File: src/rtl/rgbm_pkg.sv
// ============================================================================
// rgbm_pkg
// Shared constants and types of the RGB matrix scan and PWM driver.
// ============================================================================
`default_nettype none

package rgbm_pkg;

    localparam int MAX_WIDTH_DEF  = 64;
    localparam int MAX_HEIGHT_DEF = 32;

    localparam int COLOR_W    = 8;
    localparam int PIX_W      = 3 * COLOR_W;
    localparam int INDEX_W    = 11;
    localparam int ROW_W      = 4;
    localparam int COL_W      = 7;
    localparam int HEIGHT_W   = 6;
    localparam int PWM_W      = 8;
    localparam int CFG_IDX_W  = 2;
    localparam int CFG_DATA_W = 8;
    localparam int ADDR_CALC_W = 15;
    localparam int THR_W      = 2 * PWM_W + 1;

    localparam logic OP_TICK  = 1'b0;
    localparam logic OP_WRITE = 1'b1;

    typedef enum logic [CFG_IDX_W-1:0] {
        REG_PANEL_WIDTH  = 2'd0,
        REG_PANEL_HEIGHT = 2'd1,
        REG_PWM_TOP      = 2'd2
    } cfg_reg_t;

    typedef struct packed {
        logic             latch;
        logic [ROW_W-1:0] row;
        logic [THR_W-1:0] thr;
        logic             top_blank;
        logic             bot_blank;
    } scan_tag_t;

endpackage

`default_nettype wire

File: src/rtl/rgbm_pwm_out.sv
// ============================================================================
// rgbm_pwm_out
// Read stage and result register: scales each colour by the PWM ceiling,
// compares it with the PWM count and holds the result item for the sink.
// ============================================================================
`default_nettype none

module rgbm_pwm_out (
    input  wire logic                        aclk,
    input  wire logic                        aresetn,
    input  wire logic                        tick_fire,
    input  wire rgbm_pkg::scan_tag_t         tag_in,
    input  wire logic [rgbm_pkg::PWM_W-1:0]  pwm_top,
    input  wire logic [rgbm_pkg::PIX_W-1:0]  rdata_top,
    input  wire logic [rgbm_pkg::PIX_W-1:0]  rdata_bot,
    output logic                             pipe_free,
    output logic                             m_valid,
    input  wire logic                        m_ready,
    output logic                             m_top_red_on,
    output logic                             m_top_green_on,
    output logic                             m_top_blue_on,
    output logic                             m_bottom_red_on,
    output logic                             m_bottom_green_on,
    output logic                             m_bottom_blue_on,
    output logic                             m_latch_pulse,
    output logic      [rgbm_pkg::ROW_W-1:0]  m_row_address
);
    import rgbm_pkg::*;

    function automatic logic pwm_bit(logic [COLOR_W-1:0] c, logic [PWM_W-1:0] top,
                                     logic [THR_W-1:0] thr);
        logic [2*PWM_W-1:0] prod;
        prod = (2*PWM_W)'(c) * (2*PWM_W)'(top);
        return {1'b0, prod} >= thr;
    endfunction

    logic             s1_valid_reg;
    scan_tag_t        s1_tag_reg;
    logic             out_valid_reg;
    logic [5:0]       bits_reg, bits_next;
    logic             latch_reg;
    logic [ROW_W-1:0] row_reg;
    logic             adv_out;
    logic [PIX_W-1:0] top_px, bot_px;

    assign adv_out   = !out_valid_reg || m_ready;
    assign pipe_free = !s1_valid_reg || adv_out;

    always_ff @(posedge aclk) begin
        if (!aresetn) begin
            s1_valid_reg  <= 1'b0;
            out_valid_reg <= 1'b0;
        end else begin
            if (tick_fire) begin
                s1_valid_reg <= 1'b1;
            end else if (adv_out) begin
                s1_valid_reg <= 1'b0;
            end
            if (adv_out) begin
                out_valid_reg <= s1_valid_reg;
            end
        end
    end

    always_ff @(posedge aclk) begin
        if (tick_fire) begin
            s1_tag_reg <= tag_in;
        end
    end

    always_comb begin
        top_px = s1_tag_reg.top_blank ? '0 : rdata_top;
        bot_px = s1_tag_reg.bot_blank ? '0 : rdata_bot;
        bits_next[5] = pwm_bit(top_px[23:16], pwm_top, s1_tag_reg.thr);
        bits_next[4] = pwm_bit(top_px[15:8],  pwm_top, s1_tag_reg.thr);
        bits_next[3] = pwm_bit(top_px[7:0],   pwm_top, s1_tag_reg.thr);
        bits_next[2] = pwm_bit(bot_px[23:16], pwm_top, s1_tag_reg.thr);
        bits_next[1] = pwm_bit(bot_px[15:8],  pwm_top, s1_tag_reg.thr);
        bits_next[0] = pwm_bit(bot_px[7:0],   pwm_top, s1_tag_reg.thr);
    end

    always_ff @(posedge aclk) begin
        if (adv_out && s1_valid_reg) begin
            bits_reg  <= bits_next;
            latch_reg <= s1_tag_reg.latch;
            row_reg   <= s1_tag_reg.row;
        end
    end

    assign m_valid           = out_valid_reg;
    assign m_top_red_on      = bits_reg[5];
    assign m_top_green_on    = bits_reg[4];
    assign m_top_blue_on     = bits_reg[3];
    assign m_bottom_red_on   = bits_reg[2];
    assign m_bottom_green_on = bits_reg[1];
    assign m_bottom_blue_on  = bits_reg[0];
    assign m_latch_pulse     = latch_reg;
    assign m_row_address     = row_reg;

endmodule

`default_nettype wire

File: config.mk
export PLATFORM = sky130hd
export DESIGN_NAME = rgbm_pwm_out
export DESIGN_NICKNAME = d
export VERILOG_FILES = /design/src/rtl/rgbm_pkg.sv /design/src/rtl/rgbm_pwm_out.sv
export SDC_FILE = /design/constraint.sdc
export NUM_CORES = 1
export LEC_CHECK = 0
export BUFFER_PORTS_ARGS = -buffer_cell sky130_fd_sc_hd__buf_4
export CORE_MARGIN = 3
export CORE_UTILIZATION = 30
export CTS_BUF_LIST = sky130_fd_sc_hd__clkbuf_8
export DETAILED_ROUTE_END_ITERATION = 10
export PLACE_DENSITY = 0.53
export SLEW_MARGIN = 20
export SYNTH_ARGS = -nofsm -noshare
export SYNTH_HDL_FRONTEND = slang
export SYNTH_SLANG_ARGS = --single-unit
File: constraint.sdc
create_clock -name aclk -period 11.85 [get_ports aclk]
set_clock_uncertainty 0.2 [all_clocks]
set_input_delay 2.9625 -clock aclk [delete_from_list [all_inputs] [get_ports aclk]]
set_output_delay 2.9625 -clock aclk [all_outputs]
set_load 0.03 [all_outputs]
# After elaboration in Yosys (flattened, before gate mapping)
# Cells that the tools add are included.
# classes
multipliers	6
n_lt_le_gt_ge	6
mux	4
reduce_logical	6
# ops
op	n
$ge 16x17->1	6
$mul 8x8->16	6
$mux 24	2
$logic_not 1->1	2
$logic_or 1x1->1	2
$mux 1	2
$reduce_bool 2->1	1
$logic_and 1x1->1	1
# word_totals
regBits	37
out_inout_bits	13
wordCells	32

# Longest topological paths before layout
# depth
ltp_word	4
ltp_mapped	22

# Worst setup path after synthesis
# OpenSTA, ideal clock, no wires.
# synth_timing
path_kind	in2reg
startpoint	input port rdata_bot[2] (netlist bit)
endpoint	register bits_reg[0] (data pin)
t_arrival_ns	7.762
path_slack_ns	3.624
stages	19
n_path_buf	0
cell_sequence	nor2b_1 -> and2_1 -> fa_1 -> fa_1 -> fa_1 -> inv_1 -> fa_1 -> inv_1 -> ha_1 -> and3_1 -> a221oi_1 -> nor3b_1 -> o22ai_1 -> xnor2_1 -> ha_1 -> a2111oi_0 -> o21ai_0 -> a211oi_1 -> a211oi_1
# synth_between
elab_chain_len	3
# synth_lines
element	line	text
start, declared	rgbm_pwm_out.sv:15	input wire logic [rgbm_pkg::PIX_W-1:0] rdata_bot,
$mux 24	rgbm_pwm_out.sv:73	bot_px = s1_tag_reg.bot_blank ? '0 : rdata_bot;
$mul 8x8->16	rgbm_pwm_out.sv:33	prod = (2*PWM_W)'(c) * (2*PWM_W)'(top);
$ge 16x17->1	rgbm_pwm_out.sv:34	return {1'b0, prod} >= thr;
net bits_next[0]	rgbm_pwm_out.sv:40	logic [5:0] bits_reg, bits_next;
end signal, assigned	rgbm_pwm_out.sv:84	bits_reg <= bits_next;
end, declared	rgbm_pwm_out.sv:40	
# The timed path passes the listed nets, and every way through them passes these cells.
# A chain may end at the register's enable or synchronous reset.

# Worst setup path after layout
# layout_timing
startpoint	input port pwm_top[6] (netlist bit)
endpoint	register bits_reg[0] (data pin)
# layout_between
elab_chain_len	2
# layout_lines
element	line	text
start, declared	rgbm_pwm_out.sv:13	input wire logic [rgbm_pkg::PWM_W-1:0] pwm_top,
$mul 8x8->16	rgbm_pwm_out.sv:33	
$ge 16x17->1	rgbm_pwm_out.sv:34	
net bits_next[0]	rgbm_pwm_out.sv:40	
# The timed path passes the listed nets, and every way through them passes these cells.

==> impl_metrics.toml <==
[yosys]
synth_edf_count = 35
synth-seq-cells = 37
synthCells = 1845
netlist_area_um2 = 16400
synthTopCellsByArea = "fa_1, ha_1, and2_1, inv_1, edfxtp_1"
ys_dominant_reg_cell = "edfxtp_1"
syn_nets = 2457
synthArstFlopShare_pct = 0
avgSynthCellArea_um2 = 8.89
synth_top_area_share_pct = 26.4
yosysTopAreaCell = "fa_1"
ys_seq_area_share_pct = 6.65
synthDistinctLibCells = 61
synth_warnings = 0

[pwr]
leakagePower_uw = 0.00944
ir_drop_mv = 0.0638
power-per-cell-area_nw_per_um2 = 89.7

[global_routing]
gr-total-overflow = 0
antenna_found_initial = 0
grt_first_pass_wirelength_um = 71100
grt_max_degree = 49
grt_usage_pct = 15.5
first_global_vias = 13600

[timing]
fmax_mhz = 119
worstMarginPinSlew_ns = 1.06
rsz0062_at_grt = "false"
fin_crit_ns = 8.44
finalSetupViolCount = 0
period_share_pct = 71.2
setup_tns_ns = 0
slew_headroom_pct = 29.3
drv_slew = 0
finalHoldViolations = 0

[worst_setup_path]
worstSetupEndpointType = "register"
critPathKind = "in -> reg"
crit_required_ns = 11.74
critPathLaunchType = "primary input"
crit_fanout = 48
crit_arrival_ns = 8.32

[floorplanning]
pin_count = 97
die_area_um2 = 57500
die_y_um = 240
die_w_um = 240
fp-row-count = 85
coreArea_um2 = 53900
start_util_pct = 30.4

[layout]
drive_above_1_share_pct = 7.21
largest_reg_flops = 24
nets = 2512
fillers = 5610
area.growth.synth_to_final_pct = 9.34
most-common-layout-cells = "inv_1, and2_1, ha_1, fa_1, buf_4"
multi_input_area_um2 = 13900
final_common_cell = "inv_1"
register_area_um2 = 1090
utilization_pct = 33.3
antenna_cells = 0

[cts]
cts_made_buffers = 5
insertion_delay_ns = 0.34
post_cts_resized = 0
h-tree-depth = 2
holdBufCountCts = 0
cts.clk_slew.worst_paths_ns = 0.09
clock-sinks = 37
post_cts_buffers = 0
cts_buffer_depth = 2
cts-root-buf = "clkbuf_8"
cts_tree = "yes"

[drt]
wirelength_um = 43400
antenna_left = 0
drt-pass1-iter-count = 4
viasPerCell = 4.94
first_iter_violations = 599
wire_per_inst_um = 16.7
vias = 12800
drc = 0

[placement]
dp_hpwl_um = 33900
place_congestion = 0.830
numPortBuffers = 96

[run_status]
status = "completed"

[hold_path]
hp-class = "reg -> reg"

[run]
drv_cap = 0
per-layer routing:
layer / up-vias / GRT usage, % / part of all wire (%)
met2: 251 / 25.3 / 46
li1: 6126 / - / -
met3: 35 / 1.84 / 4.1
met4: 0 / 2.35 / 1.5
met1: 6422 / 22.5 / 49
met5: - / 0 / 0
cell usage after synthesis (all sizes together), types with 35 or more instances:
| cell | count |
|---|---|
| inv | 322 |
| and2 | 318 |
| ha | 312 |
| fa | 216 |
| nand2 | 94 |
| a21oi | 64 |
| nor2b | 54 |
| clkbuf | 50 |
| nor2 | 47 |
| a21o | 43 |
| o21ai | 43 |
| xnor2 | 42 |
| edfxtp | 35 |
cell type report:
type	instances	area share, %
Clock inverter	3	0.237
Inverter	322	6.74
Multi-Input combinational cell	1436	77.6
Clock buffer	5	0.384
Sequential cell	37	6.08
Timing Repair Buffer	98	4.10
Tap cell	696	4.85
path summary, 6_finish.rpt:
path                   from            end  slack [ns]  depth (start not counted)
max              pwm_top[6]    bits_reg[0]        3.41                         19
min          s1_tag_reg[23]  m_latch_pulse        0.22                          0
max reg2reg   s1_tag_reg[0]    bits_reg[0]        5.16                         19
min reg2reg  s1_tag_reg[23]  m_latch_pulse        0.22                          0
through the flow:
step	hold WS (ns)	area, µm²	setup slack, ns	instances	total power [µW]
2_1_floorplan	0.200	16400	3.62	1845	1160
3_3_place_gp	0.204	17800	3.09	2589	1460
3_5_place_dp	0.208	17800	3.01	2589	1490
4_1_cts	0.227	17900	3.36	2597	1630
5_1_grt	0.230	17900	2.81	2597	1820
6_report	0.224	17900	3.41	2597	1610
cell families after synthesis:
kind of cell | after synthesis | synth area share [%]
AND/OR/NAND/NOR | 598 | 20.6
adder cells (fa/ha/maj) | 528 | 50.1
buffers and inverters | 372 | 8.51
AO/OA/AOI/OAI | 253 | 11.0
XOR/XNOR | 57 | 3.04
flip-flops | 37 | 6.65
report_power, final:
group / switching (µW) / internal (µW) / total [µW]
Clock: 61.6 / 62.6 / 124
Sequential: 10.9 / 155 / 165
Combinational: 760 / 560 / 1320
Total: 833 / 777 / 1610
critical path: stages:
cell and delay, ns:
buf_4 0.42, and2_1 0.25, fa_1 0.47, fa_1 0.53, fa_1 0.55, inv_1 0.05, fa_1 0.53, inv_1 0.04
ha_1 0.34, and3_1 0.20, a221oi_1 0.38, nor3b_1 0.11, o22ai_1 0.16, xnor2_1 0.15, ha_1 0.26, a2111oi_0 0.37
o21ai_0 0.18, a211oi_1 0.23, a211oi_1 0.10
No activity file was read; power rests on OpenSTA's default activity.
