File: src/rtl/rgbm_pkg.sv
// ============================================================================
// rgbm_pkg
// Shared constants and types of the RGB matrix scan and PWM driver.
// ============================================================================
`default_nettype none

package rgbm_pkg;

    localparam int MAX_WIDTH_DEF  = 64;
    localparam int MAX_HEIGHT_DEF = 32;

    localparam int COLOR_W    = 8;
    localparam int PIX_W      = 3 * COLOR_W;
    localparam int INDEX_W    = 11;
    localparam int ROW_W      = 4;
    localparam int COL_W      = 7;
    localparam int HEIGHT_W   = 6;
    localparam int PWM_W      = 8;
    localparam int CFG_IDX_W  = 2;
    localparam int CFG_DATA_W = 8;
    localparam int ADDR_CALC_W = 15;
    localparam int THR_W      = 2 * PWM_W + 1;

    localparam logic OP_TICK  = 1'b0;
    localparam logic OP_WRITE = 1'b1;

    typedef enum logic [CFG_IDX_W-1:0] {
        REG_PANEL_WIDTH  = 2'd0,
        REG_PANEL_HEIGHT = 2'd1,
        REG_PWM_TOP      = 2'd2
    } cfg_reg_t;

    typedef struct packed {
        logic             latch;
        logic [ROW_W-1:0] row;
        logic [THR_W-1:0] thr;
        logic             top_blank;
        logic             bot_blank;
    } scan_tag_t;

endpackage

`default_nettype wire

File: src/rtl/rgbm_scan_ctrl.sv
// ============================================================================
// rgbm_scan_ctrl
// Configuration registers, scan counters, frame store addressing and the
// clearing sweep that blanks the frame store after reset.
// ============================================================================
`default_nettype none

module rgbm_scan_ctrl #(
    parameter int MAX_WIDTH  = rgbm_pkg::MAX_WIDTH_DEF,
    parameter int MAX_HEIGHT = rgbm_pkg::MAX_HEIGHT_DEF,
    parameter int DEPTH      = MAX_WIDTH * MAX_HEIGHT,
    parameter int AW         = $clog2(DEPTH)
) (
    input  wire logic                            aclk,
    input  wire logic                            aresetn,
    input  wire logic                            cfg_fire,
    input  wire logic [rgbm_pkg::CFG_IDX_W-1:0]  cfg_index,
    input  wire logic [rgbm_pkg::CFG_DATA_W-1:0] cfg_data,
    input  wire logic                            tick_fire,
    input  wire logic                            write_fire,
    input  wire logic [rgbm_pkg::INDEX_W-1:0]    pixel_index,
    input  wire logic [rgbm_pkg::PIX_W-1:0]      pixel_data,
    output logic                                 clearing,
    output logic                                 mem_we,
    output logic      [AW-1:0]                   mem_waddr,
    output logic      [rgbm_pkg::PIX_W-1:0]      mem_wdata,
    output logic      [AW-1:0]                   raddr_top,
    output logic      [AW-1:0]                   raddr_bot,
    output rgbm_pkg::scan_tag_t                  tag,
    output logic      [rgbm_pkg::PWM_W-1:0]      pwm_top
);
    import rgbm_pkg::*;

    localparam int HALF_MAX = MAX_HEIGHT / 2;

    logic [COL_W-1:0]    width_reg;
    logic [HEIGHT_W-1:0] height_reg;
    logic [PWM_W-1:0]    top_reg;
    logic [ROW_W-1:0]    row_reg, row_next;
    logic [COL_W-1:0]    col_reg, col_next;
    logic [PWM_W-1:0]    cnt_reg, cnt_next;
    logic                clr_active_reg;
    logic [AW-1:0]       clr_addr_reg;

    logic [COL_W:0]         w_eff;
    logic [ROW_W:0]         half;
    logic [ADDR_CALC_W-1:0] top_idx, bot_idx;
    logic                   row_end, row_last;
    logic [PWM_W:0]         cnt_inc;
    logic                   wr_ok;

    always_ff @(posedge aclk) begin
        if (!aresetn) begin
            width_reg  <= COL_W'(64);
            height_reg <= HEIGHT_W'(32);
            top_reg    <= PWM_W'(255);
        end else if (cfg_fire) begin
            unique case (cfg_reg_t'(cfg_index))
                REG_PANEL_WIDTH:  width_reg  <= cfg_data[COL_W-1:0];
                REG_PANEL_HEIGHT: height_reg <= cfg_data[HEIGHT_W-1:0];
                REG_PWM_TOP:      top_reg    <= cfg_data[PWM_W-1:0];
                default: ;
            endcase
        end
    end

    always_comb begin
        w_eff = {1'b0, width_reg};
        if (width_reg == '0) begin
            w_eff = (COL_W+1)'(1);
        end
        if (w_eff > (COL_W+1)'(MAX_WIDTH)) begin
            w_eff = (COL_W+1)'(MAX_WIDTH);
        end
        half = (ROW_W+1)'(height_reg[HEIGHT_W-1:1]);
        if (half == '0) begin
            half = (ROW_W+1)'(1);
        end
        if (half > (ROW_W+1)'(HALF_MAX)) begin
            half = (ROW_W+1)'(HALF_MAX);
        end
    end

    always_comb begin
        top_idx = ADDR_CALC_W'(row_reg) * ADDR_CALC_W'(w_eff) + ADDR_CALC_W'(col_reg);
        bot_idx = (ADDR_CALC_W'(half) + ADDR_CALC_W'(row_reg)) * ADDR_CALC_W'(w_eff)
                  + ADDR_CALC_W'(col_reg);
        row_end  = ({1'b0, col_reg} + (COL_W+1)'(1)) >= w_eff;
        row_last = ({1'b0, row_reg} + (ROW_W+1)'(1)) >= half;
        cnt_inc  = {1'b0, cnt_reg} + (PWM_W+1)'(1);

        row_next = row_reg;
        col_next = col_reg;
        cnt_next = cnt_reg;
        if (row_end) begin
            col_next = '0;
            if (row_last) begin
                row_next = '0;
                cnt_next = (cnt_reg >= top_reg) ? '0 : cnt_inc[PWM_W-1:0];
            end else begin
                row_next = row_reg + ROW_W'(1);
            end
        end else begin
            col_next = col_reg + COL_W'(1);
        end
    end

    always_ff @(posedge aclk) begin
        if (!aresetn) begin
            row_reg <= '0;
            col_reg <= '0;
            cnt_reg <= '0;
        end else if (tick_fire) begin
            row_reg <= row_next;
            col_reg <= col_next;
            cnt_reg <= cnt_next;
        end
    end

    always_ff @(posedge aclk) begin
        if (!aresetn) begin
            clr_active_reg <= 1'b1;
            clr_addr_reg   <= '0;
        end else if (clr_active_reg) begin
            clr_addr_reg <= clr_addr_reg + AW'(1);
            if (clr_addr_reg == AW'(DEPTH - 1)) begin
                clr_active_reg <= 1'b0;
            end
        end
    end

    assign wr_ok    = ADDR_CALC_W'(pixel_index) < ADDR_CALC_W'(DEPTH);
    assign clearing = clr_active_reg;

    always_comb begin
        if (clr_active_reg) begin
            mem_we    = 1'b1;
            mem_waddr = clr_addr_reg;
            mem_wdata = '0;
        end else begin
            mem_we    = write_fire && wr_ok;
            mem_waddr = AW'(pixel_index);
            mem_wdata = pixel_data;
        end
    end

    assign raddr_top = top_idx[AW-1:0];
    assign raddr_bot = bot_idx[AW-1:0];
    assign pwm_top   = top_reg;

    always_comb begin
        tag.latch     = row_end;
        tag.row       = row_end ? row_reg : '0;
        tag.thr       = {cnt_inc, PWM_W'(0)} - THR_W'(cnt_inc);
        tag.top_blank = top_idx >= ADDR_CALC_W'(DEPTH);
        tag.bot_blank = bot_idx >= ADDR_CALC_W'(DEPTH);
    end

endmodule

`default_nettype wire

File: config.mk
export PLATFORM = sky130hd
export DESIGN_NAME = rgbm_scan_ctrl
export DESIGN_NICKNAME = d
export VERILOG_FILES = /design/src/rtl/rgbm_pkg.sv /design/src/rtl/rgbm_scan_ctrl.sv
export SDC_FILE = /design/constraint.sdc
export NUM_CORES = 1
export LEC_CHECK = 0
export BUFFER_PORTS_ARGS = -buffer_cell sky130_fd_sc_hd__buf_4
export CAP_MARGIN = 30
export CORE_UTILIZATION = 57
export CTS_BUF_LIST = sky130_fd_sc_hd__clkbuf_8
export CTS_CLUSTER_DIAMETER = 120
export DETAILED_ROUTE_END_ITERATION = 6
export PLACE_DENSITY_LB_ADDON = 0.1
export SYNTH_ARGS = -nofsm -noshare
export SYNTH_HDL_FRONTEND = slang
export SYNTH_SLANG_ARGS = --single-unit
File: constraint.sdc
create_clock -name aclk -period 6.24 [get_ports aclk]
set_input_delay 0.624 -clock aclk [delete_from_list [all_inputs] [get_ports aclk]]
set_output_delay 0.624 -clock aclk [all_outputs]
set_load 0.05 [all_outputs]
# [Word level (Yosys, flattened, before mapping)]
# Cells that the tools add are included.
# Widths: inputs -> output; s select.
[op_classes] add_sub_neg=10 reduce_logical=8 n_eq_ne=3 muxes=13 order_cmp=7 mul=2
[ops] op="$mux 24" n=1
[ops] op="$sub 17x9->17" n=1
[ops] op="$ge 8x8->1" n=2
[ops] op="$mux 8" n=2
[ops] op="$add 14x7->15" n=1
[ops] op="$ge 15x12->1 const B" n=1
[ops] op="$mul 6x8->14" n=1
[ops] op="$mux 7" n=2
[ops] op="$add 12x7->13" n=1
[ops] op="$ge 13x12->1 const B" n=1
[ops] op="$mul 4x8->12" n=1
[ops] op="$add 11x1->11 const B" n=1
[ops] op="$eq 11x11->1 const B" n=1
[ops] op="$mux 11" n=1
[ops] op="$mux 5" n=2
[ops] op="$add 8x1->9 const B" n=1
[ops] op="$add 7x1->8 const B" n=1
[ops] op="$gt 8x7->1 const B" n=1
[ops] op="$mux 4" n=2
[ops] op="$reduce_and 2->1" n=4
[ops] op="$add 7x1->7 const B" n=1
[ops] op="$logic_not 7->1" n=1
[ops] op="$add 5x4->6" n=1
[ops] op="$add 4x1->5 const B" n=1
[ops] op="9 further kinds" n=11
[word_totals] regBits=52 in_bits=50

# [Depth between registers and ports, before layout]
[depth] ltp_word=8 ltp_mapped=26 depth_no_buf=26

# [Worst setup path after synthesis]
# Ideal clock, no wire load.
[synth_path] path_type="register -> output" start="register height_reg[2]" end="output port tag[0] in the netlist's numbering" arrival_time_ps=5775 slack_ps=-159 path_buffers=0 required_time_ps=5616 path_stages_with_launch=24 path_cell_list="dfxtp_1 -> nor3_1 -> nor2_1 -> nor2_1 -> ha_1 -> inv_1 -> fa_1 -> nor2b_1 -> o21ai_0 -> nand2b_1 -> xnor2_1 -> nand2_1 -> fa_1 -> fa_1 -> inv_1 -> fa_1 -> inv_1 -> fa_1 -> inv_1 -> ha_1 -> or3_1 -> and4_1 -> and3_1 -> o211ai_1"
[synth_rtl] element="from (decl)" line_no="rgbm_scan_ctrl.sv:37" rtl="logic [HEIGHT_W-1:0] height_reg;"
[synth_rtl] element="from (signal assigned)" line_no="rgbm_scan_ctrl.sv:60" rtl="REG_PANEL_HEIGHT: height_reg <= cfg_data[HEIGHT_W-1:0];"
[synth_rtl] element="to (decl)" line_no="rgbm_scan_ctrl.sv:29" rtl="output rgbm_pkg::scan_tag_t tag,"

==> impl_metrics.json <==
{
  "area_growth_pct": 24.66,
  "wl_per_cell_microns": 16.32,
  "dieHeight_microns": 107.7,
  "io-pin-count": 141,
  "violations": "setup timing",
  "synth.net_count": 940,
  "crit_type": "register to output pin",
  "instances_no_fill": 1050,
  "finalClockSkew_ps": 13.48,
  "worst_hold_path_type": "register to register",
  "grt_max_degree": 45,
  "ys_seq_area_share_pct": 16.02,
  "critPathMaxStageDelay_ps": 530,
  "yosys_warnings": 0,
  "finalPower_uw": 715.5,
  "cp_max_fo": 4,
  "vias": 5980,
  "synth_area_sq_mm": 0.006374,
  "yosys.cell_types.count": 63,
  "synth_flop_cell": "dfxtp_1",
  "path_delay_family": "adder cells",
  "core.rowCount": 38,
  "numPortBuffers": 140,
  "first_iter_violations": 285,
  "met2_length_microns": 8804,
  "multi_input_area_sq_mm": 0.005046,
  "p_leak_nw": 4.101,
  "die_width_microns": 107.7,
  "worst_setup_path_end_kind": "output pin",
  "drcViolationCount": 0,
  "dp_cells": 1022,
  "vdd_ir_drop_max_uv": 114.6,
  "initial_core_util_pct": 58.54,
  "cts_hold_buf": 0,
  "hold_viol": 0,
  "dp_hpwl_microns": 13210,
  "viasPerCell": 5.695,
  "first_pass_iters": 5,
  "clk_latency_ps": 320,
  "die-area_sq_mm": 0.01161,
  "whs_ps": 510.3,
  "path_clk_slew_ps": 110,
  "crit_arrival_ps": 5890,
  "antenna_cells": 0,
  "grt_usage_pct": 28.97,
  "cts_max_level": 2,
  "required_ps": 5620,
  "synth-edff-count": 0,
  "coreArea_sq_mm": 0.01089,
  "worstSetupStartpointType": "register",
  "rsz0062_at_grt": "yes",
  "routed_wl_microns": 17140,
  "outcome": "complete, but fails checks",
  "met3_wirelength_microns": 852,
  "path_buf_inv": 2,
  "gp_congestion": 0.9058,
  "min_period_ps": 6515,
  "dp_slack_ps": -53.30,
  "antenna_found_initial": 0,
  "syn_inst": 762,
  "powerDensity_mw_per_mm2": 90.06,
  "period_share_pct": 104.4,
  "cts-root-buf": "clkbuf_8",
  "cts.sinks": 51,
  "setup_viol": 2,
  "largest_reg_flops": 11,
  "grt-ovfl-total": 0,
  "clockBufferDepth": 2,
  "crit_slowest_cell": "fa_1",
  "n_fill_cell": 799,
  "crit_top_cell": "fa_1",
  "postSynth.asyncResetShare_pct": 0,
  "max_freq_mhz": 153.5,
  "max_cap_violations": 0,
  "cts_buffers": 5,
  "ant_nets": 0,
  "final_nets": 1087,
  "drive_above_1_share_pct": 27.25,
  "tightestPinTransition_ps": 829.0,
  "grt_pass1_wl_microns": 26930,
  "slew_headroom_pct": 44.73,
  "ys_ff_latch": 51,
  "wl_met1_microns": 7104,
  "r2r_setup_slack_ps": 2830,
  "grt_pass1_vias": 5863,
  "regArea_sq_mm": 0.001028,
  "cts_tree": "yes",
  "syn_area_per_cell_sq_um": 8.364,
  "slew_violations": 0,
  "highest_layer": "met4",
  "fin_ws_ps": -274.7,
  "cp_cell_sequence": "nor3_2 > nor2_1 > nor2_2 > ha_2 > inv_2 > fa_2 > nor2b_1 > o21ai_1 > nand2b_1 > xnor2_2 > nor2_2 > fa_1 > fa_1 > fa_1 > fa_2 > ha_4 > a21o_1 > or3_1 > and4_4 > a311oi_2 > o211ai_1 > buf_4"
}
[cell type report]
class / instances / share of cell area, %
sequential: 51 / 12.94
tap: 140 / 2.205
multi-input combinational: 601 / 63.51
timing repair buffer: 174 / 16.49
clock inverter: 3 / 0.3465
inverter: 76 / 3.638
clock buffer: 5 / 0.8661
[logic make-up after synthesis]
group	Yosys count	share of synthesized area, %
AND/OR/NAND/NOR	273	21.34
adder cells (fa/ha/maj)	128	30.07
AO/OA/AOI/OAI	125	13.80
buffers and inverters	110	7.754
XOR/XNOR	51	7.008
flip-flops	51	16.02
multiplexers	24	4.005
[synth_stat cells (all sizes together), types with 2 or more instances]
cell type	count	area, sq um
a211oi	10	92.59
o211ai	12	90.09
o21ai	13	65.06
a21oi	32	160.2
nor2b	35	219.0
clkbuf	27	135.1
mux2i	12	120.1
inv	75	281.5
o21a	5	37.54
o32ai	3	26.28
nand3	19	95.09
xor2	20	175.2
or2	6	37.54
or3	7	45.05
and3	8	56.31
o2111ai	2	17.52
nand2b	9	56.30
o31ai	7	52.55
ha	86	1076
and4	2	18.77
nand4	14	87.58
a2111oi	6	52.55
or4	2	18.77
xnor2	31	271.5
a21o	18	135.1
and2	19	120.1
mux2	12	135.1
nand2	65	244.0
nor2	72	270.3
buf	6	41.29
a2bb2oi	4	35.03
nor3	10	50.05
o22ai	2	12.51
dfxtp	51	1021
fa	42	840.8
o21bai	4	30.03
[report_power, final]
| group | internal [mW] | switching, mW | leakage, nW |
|---|---|---|---|
| combinational | 0.0657 | 0.0909 | 3.64 |
| sequential | 0.334 | 0.00950 | 0.415 |
| clock | 0.0828 | 0.133 | 0.0463 |
| total | 0.482 | 0.233 | 4.10 |
[through the flow]
| stage | cell area [sq um] | utilization (%) | TNS [ps] |
|---|---|---|---|
| floorplan | 6419 | - | 0 |
| global placement | 7541 | 69.26 | 0 |
| detailed placement | 7541 | 69.26 | -53.30 |
| CTS | 7729 | 70.98 | -177.6 |
| global route | 7945 | 72.97 | -1206 |
| finish | 7945 | 72.97 | -488.7 |
[cells in the final DEF (no fill, tap or decap), types with 4 or more instances in the layout]
master,Yosys,final
buf_4,1,173
ha_1,86,80
inv_1,75,72
nor2_1,72,68
nand2_1,65,64
dfxtp_1,51,47
fa_1,42,39
nor2b_1,35,34
a21oi_1,32,30
xnor2_1,31,27
nand3_1,19,19
xor2_1,20,18
and2_1,18,18
a21o_1,18,18
nand4_1,14,14
o211ai_1,12,12
mux2i_1,12,12
mux2_2,12,12
o21ai_0,12,10
nand2b_1,9,9
nor3_1,10,8
a211oi_1,8,8
o31ai_1,7,7
or3_1,6,6
and3_1,6,6
o21a_1,5,5
or2_2,6,5
a2111oi_0,6,5
clkbuf_8,3,5
xnor2_2,0,4
a2bb2oi_1,4,4
ha_4,0,4
[timing repair]
item / 4_1_cts / 5_1_grt
endpoints found under the setup margin: 3 / 6
resized for setup: 13 / 25
pin swaps: 22 / 30
buffers inserted: 7 / 13
[per-layer routing]
| metal | vias to the layer above | global-route usage [%] |
|---|---|---|
| met5 | - | 0 |
| met4 | 0 | 9.100 |
| met1 | 2869 | 35.49 |
| met2 | 192 | 51.01 |
| met3 | 41 | 5.387 |
| li1 | 2878 | - |
[worst paths after layout]
| check | startpoint | endpoint | cells past startpoint |
|---|---|---|---|
| max reg2reg | col_reg[0]$_SDFFE_PN0P_ | col_reg[0]$_SDFFE_PN0P_ | 12 |
| max | height_reg[4]$_SDFFE_PN0P_ | tag[0] | 22 |
| min reg2reg | clr_addr_reg[8]$_SDFFE_PN0P_ | clr_addr_reg[8]$_SDFFE_PN0P_ | 2 |
| min | clr_addr_reg[8]$_SDFFE_PN0P_ | clr_addr_reg[8]$_SDFFE_PN0P_ | 2 |
[worst reg2reg max path, stage by stage, from the launching register on]
cell and delay (ps):
dfxtp_1 490, ha_1 240, nand3_1 130, nor3_1 230, xor2_1 230, ha_1 290
a21oi_1 140, o21a_1 140, o21a_1 110, buf_4 210, clkinv_1 500, or3_1 510
a21oi_1 130
Note: power is estimated with default switching activity, not from simulation.
